<file path="config.mk">
export PLATFORM = sky130hd
export DESIGN_NAME = clbr_ctrl
export DESIGN_NICKNAME = d
export VERILOG_FILES = /design/src/design/clbr_pkg.sv /design/src/design/clbr_ctrl.sv
export VERILOG_INCLUDE_DIRS = /design/src /design/src/design
export SDC_FILE = /design/constraint.sdc
export NUM_CORES = 1
export LEC_CHECK = 0
export BUFFER_PORTS_ARGS = -buffer_cell sky130_fd_sc_hd__buf_4
export CORE_AREA = 2 2 39 41
export DETAILED_ROUTE_END_ITERATION = 7
export DIE_AREA = 0 0 41 43
export SETUP_SLACK_MARGIN = 0.1
export SLEW_MARGIN = 10
export SYNTH_ARGS = -nofsm -noshare
export SYNTH_HDL_FRONTEND = slang
export SYNTH_SLANG_ARGS = --single-unit
export TNS_END_PERCENT = 10
</file>
<file path="constraint.sdc">
create_clock -name clock -period 1.1 [get_ports clock]
set_input_delay 0.055 -clock clock [delete_from_list [all_inputs] [get_ports clock]]
set_output_delay 0.055 -clock clock [all_outputs]
set_load 0.02 [all_outputs]
</file>
<file path="src/design/cow_layer_block_resolver_macros.svh">
// assertion helpers shared by the resolver modules
`ifndef COW_LAYER_BLOCK_RESOLVER_MACROS_SVH
`define COW_LAYER_BLOCK_RESOLVER_MACROS_SVH

// property that must hold at every edge outside reset
`define CLBR_ASSERT_ALWAYS(label, prop, msg) \
   label: assert property (@(posedge clock) disable iff (reset) (prop)) else $error(msg);

// trigger in one cycle implies a condition in the next
`define CLBR_ASSERT_NEXT(label, trig, cons, msg) \
   label: assert property (@(posedge clock) disable iff (reset) (trig) |=> (cons)) \
      else $error(msg);

`endif

</file>
<file path="src/design/clbr_pkg.sv">
`timescale 1ns / 1ps
package clbr_pkg;

   localparam int BLK_SHIFT    = 12;
   localparam int BLOCK_BYTES  = 1 << BLK_SHIFT;
   localparam int BLK_W        = 16;
   localparam int NUM_BLOCKS   = 1 << BLK_W;
   localparam int OFF_W        = BLK_W + BLK_SHIFT;
   localparam int LEN_W        = 17;
   localparam int MAX_IO_BYTES = 65536;
   localparam int MAX_LAYERS   = 8;
   localparam int LAYER_W      = 3;
   localparam int LIU_W        = 4;
   localparam int LIU_RESET    = 2;
   localparam int STATUS_W     = 2;

   localparam logic [OFF_W:0]      DISK_BYTES = (OFF_W + 1)'(1) << OFF_W;
   localparam logic [MAX_LAYERS-1:0] BASE_BITS = MAX_LAYERS'(1);

   typedef enum logic [STATUS_W-1:0] {
      ST_OK        = 2'd0,
      ST_NO_LAYER  = 2'd1,
      ST_BAD_RANGE = 2'd2
   } status_type;

   typedef enum logic [1:0] {
      EMIT_ERR,
      EMIT_WR,
      EMIT_SEG
   } emit_sel_type;

   typedef struct packed {
      logic         load_req;
      logic         clr_step;
      logic         rd_first;
      logic         rd_next;
      logic         wb;
      logic         emit;
      emit_sel_type emit_sel;
   } clbr_cmd_type;

   typedef struct packed {
      logic clr_done;
      logic bad_range;
      logic is_write;
      logic at_final;
      logic out_free;
   } clbr_sts_type;

endpackage

</file>
<file path="src/design/clbr_ctrl.sv">
`timescale 1ns / 1ps
`include "cow_layer_block_resolver_macros.svh"
module clbr_ctrl
   import clbr_pkg::*;
(
   input  logic         clock,
   input  logic         reset,
   input  logic         req_valid,
   output logic         req_ready,
   output clbr_cmd_type cmd,
   input  clbr_sts_type sts
);

   typedef enum logic [2:0] {
      S_CLEAR,
      S_IDLE,
      S_START,
      S_READ,
      S_WRITE
   } state_type;

   state_type state_ff, state_in;
   logic      ready_ff, ready_in;

   always_comb begin
      state_in = state_ff;
      cmd      = '0;
      cmd.emit_sel = EMIT_SEG;
      unique case (state_ff)
         S_CLEAR: begin
            cmd.clr_step = 1'b1;
            if (sts.clr_done) begin
               state_in = S_IDLE;
            end
         end
         S_IDLE: begin
            if (req_valid && ready_ff) begin
               cmd.load_req = 1'b1;
               state_in     = S_START;
            end
         end
         S_START: begin
            priority if (sts.bad_range) begin
               if (sts.out_free) begin
                  cmd.emit     = 1'b1;
                  cmd.emit_sel = EMIT_ERR;
                  state_in     = S_IDLE;
               end
            end else if (sts.is_write) begin
               // the write word goes out first, then the bitmap sweep
               if (sts.out_free) begin
                  cmd.emit     = 1'b1;
                  cmd.emit_sel = EMIT_WR;
                  cmd.rd_first = 1'b1;
                  state_in     = S_WRITE;
               end
            end else begin
               cmd.rd_first = 1'b1;
               state_in     = S_READ;
            end
         end
         S_READ: begin
            if (sts.out_free) begin
               cmd.emit     = 1'b1;
               cmd.emit_sel = EMIT_SEG;
               if (sts.at_final) begin
                  state_in = S_IDLE;
               end else begin
                  cmd.rd_next = 1'b1;
               end
            end
         end
         S_WRITE: begin
            // write back this block while fetching the next one
            cmd.wb = 1'b1;
            if (sts.at_final) begin
               state_in = S_IDLE;
            end else begin
               cmd.rd_next = 1'b1;
            end
         end
         default: begin
            state_in = S_IDLE;
         end
      endcase
      ready_in = (state_in == S_IDLE);
   end

   always_ff @(posedge clock) begin
      if (reset) begin
         state_ff <= S_CLEAR;
         ready_ff <= 1'b0;
      end else begin
         state_ff <= state_in;
         ready_ff <= ready_in;
      end
   end

   assign req_ready = ready_ff;

   `CLBR_ASSERT_ALWAYS(a_emit_needs_room, !cmd.emit || sts.out_free, "emit into full output")
   `CLBR_ASSERT_ALWAYS(a_one_ram_writer, !(cmd.wb && cmd.clr_step), "two bitmap writers")
   `CLBR_ASSERT_NEXT(a_accept_starts, req_valid && req_ready, state_ff == S_START,
      "accepted word did not start")

endmodule

</file>
[Word-level counts from Yosys, hierarchy flattened]
Cells that the tools add are included.
Storage, ports and cells
  logic and storage cells: 35
  output and inout port bits: 9
  input port bits: 8
  bits in registers: 4
Operators by class
  multiplexer cells: 26
  reduce and logical (&&, ||, !) cells: 2
  equality and inequality tests: 5
Operators by type and width (count)
  $mux W3: 13
  $pmux W3 S5: 1
  $mux W1: 10
  $eq A3 B1 Y1 const B: 2
  $eq A3 B2 Y1 const B: 2
  $pmux W3 S2: 1
  $eq A3 B3 Y1 const B: 1
  $logic_not A3 Y1: 1
  $pmux W1 S2: 1
  $logic_and A1 B1 Y1: 1

[Logic depth before layout (Yosys ltp)]
  word-level depth: 5
  mapped depth: 5
  depth with buffers taken out: 4

[Worst setup path after synthesis]
No wires, ideal clock.
  path type: register to output
  from: register state_ff[0]
  to: output cmd[4] (netlist name)
  arrival: 1445 ps
  cell stages (with the launch flop): 5
  path buffers: 1
  required time: 1045 ps
  path slack: -400 ps
  cells stage by stage: dfxtp_1 -> buf_4 -> nor3b_1 -> a31oi_1 -> nor2_1
RTL lines
  from (decl): RTL line clbr_ctrl.sv:22  | state_type state_ff, state_in;
  from (signal assigned): RTL line clbr_ctrl.sv:94  | state_ff <= state_in;
  to (decl): RTL line clbr_ctrl.sv:10  | output clbr_cmd_type cmd,

==> out/qor.csv <==
metric,value,unit
tightestPinTransition,301,ps
drt_iter0_markers,2,
drive_above_1_share,71.8,%
pwr_density_cell,783,nW/um^2
cp_num_cells,3,
final_net_count,81,
switchingPower,159,uW
stdcell_count,87,
rr_worst_depth,5,
clk_pin_slew_worst_paths,40,ps
die_area,1760,um^2
coreArea,1380,um^2
synthCells,41,
yosysSeqAreaShare,22.7,%
whs_path_depth,3,
port_buffers,16,
yosys_warnings,0,
p_comb_share,37.7,%
setup_slack,-315,ps
synth_top_family_by_area,simple AND/OR/NAND/NOR gates,
synth_compound_area_share,22.0,%
crit_chain,buf_12 > or4_4 > buf_6,
power_frac_clock,31.9,%
grtUsageTotal,12.8,%
post_drt_wl_per_cell,11.6,um
slowest_stage,or4_4,
worstPathMaxFanout,4,
syn_nets,49,
critical_path_class,reg -> out,
insertion_delay,230,ps
netlist_area,353,um^2
drt-vias-per-instance,4.87,
grt_antenna_before_repair,0,
row_count,14,
seq_power_share,30.3,%
setup_viol,11,
whs,207,ps
drv_cap,0,
cp.required,1040,ps
synth_area_per_cell,8.61,um^2
fin_skew,2.15,ps
ir_drop,0.000459,V
cts_tree,yes,
clockBufferDepth,2,
leakage,0.000307,uW
switching_share,28.9,%
hold_path.class,in -> reg,
crit_path_end_kind,output pin,
fmax,707,MHz
synth_cell_types,25,
synthMuxAreaShare,3.19,%
routed-via-count,424,
finalPower,553,uW
hold_viol_final,0,
rsz0062_at_grt,true,
fin_util,51.0,%
numCtsBuffers,3,
grt_pass1_wl,1530,um
synth-seq-cells,4,
min_period,1410,ps
path_delay_family,simple AND/OR/NAND/NOR gates,
antenna_cells,0,
status,"finished, violations left",
synth_fa_ha_area_share,0,%
fp.dieW,41,um
clockRootBuffer,clkbuf_4,
p_int,393,uW
htreeDepth,1,
dp_cells,78,
routabilityCongestion,0.675,
ant_nets,0,
slew_headroom,79.7,%
drc,0,
first_global_vias,377,
clock-sinks,4,
grt_start_max_net_pins,8,
drt-pass1-iter-count,2,
start_util,25.5,%
grt_remaining_overflow,0,
area_delta_synth_final,100,%
dpl.hpwl,713,um
io_pins,17,
yosys.area_share.xor_xnor,0,%
slowest_delay,530,ps
critPathBufInv,2,
failed_checks,negative setup slack,
report.final.slew_viol_count,0,
cp-start-kind,register,
drt_wl_total,1010,um
synth_simple_gate_area_share,42.6,%
period_share,129,%
crit_arrival,1360,ps
die_h,43,um
[cells by family after synthesis]
kind of cell,count (synthesis)
and+or+nand+nor,21
muxes,1
AOI/OAI and AO/OA,11
DFF,4
buffers and inverters,4
[power by group through the flow]
stage               logic (uW)  registers (uW)  clock network (uW)
finish                     209             168                 176
global route               223             171                 204
CTS                        187             167                 188
detailed placement         163             170                   0
global placement           163             169                   0
floorplan                 88.5             169                   0
[final cells by class]
class,instances,area [um^2]
fillers,134,678
clock buffers,3,22.5
well taps,16,20.0
inverters,1,3.75
repair buffers,30,270
multi-input cells,33,300
flip-flops and latches,4,88.8
[placed cells by master, fill, tap and decap left out, types with 2 or more instances in the layout]
cell,n
buf_4,21
buf_6,6
nor2_1,4
nor3_2,3
o21ai_0,3
clkbuf_4,3
nor2b_1,2
dfxtp_4,2
[state kept, by name, indices dropped and copies added, names as in the netlist]
signal	count
state_ff	3
req_ready	1
[Yosys cell counts (all sizes together)]
master   count  share of area, %
a31oi        2               3.5
o21bai       1               2.1
inv          1               1.1
nor2         4               4.3
o21a         1               2.5
and2b        1               2.1
nand2        2               2.1
dfxtp        4                23
nor4         1               6.0
or3          2               5.0
or4          1               2.1
and4b        1               2.8
a21oi        2               3.9
and3         1               1.8
mux2         1               3.2
nor2b        3               5.3
o21ai        4               5.7
nor3b        1               2.1
nor3         4               8.9
buf          3               8.5
a2111oi      1               4.3
[layer usage]
metal	routed length (um)	GRT usage (%)	up-vias
met5	0	0	-
met4	13	6.00	0
met3	72	4.71	2
met2	520	18.4	15
met1	405	16.1	195
li1	-	-	212
[final timing paths]
check                    from          end  slack, ps
setup reg to reg  state_ff[2]    req_ready       -170
hold reg to reg   state_ff[1]  state_ff[0]        680
setup / recovery  state_ff[2]       cmd[1]       -310
hold / removal         sts[0]  state_ff[1]        210
[what timing repair did]
action                                  4_1_cts  5_1_grt
resized for setup                            11       14
pin swaps                                     9        4
hold endpoints to repair                      3        0
hold buffers                                  1        0
endpoints found under the setup margin       12       12
setup buffers                                 3        2
[worst reg2reg max path, stage by stage (launching register included)]
cell	delay, ps
dfxtp_2	330
buf_12	130
buf_8	120
nor2b_1	120
o21a_2	220
a2111oi_2	260
[metrics by stage]
stage	cell area [um^2]	setup WS (ps)	setup TNS, ps
6_report	706	-315	-1890
5_1_grt	706	-352	-2530
4_1_cts	628	-315	-2160
3_5_place_dp	541	-191	-726
3_3_place_gp	541	-149	-583
2_1_floorplan	358	-201	-608
(Power assumes the default switching activity.)
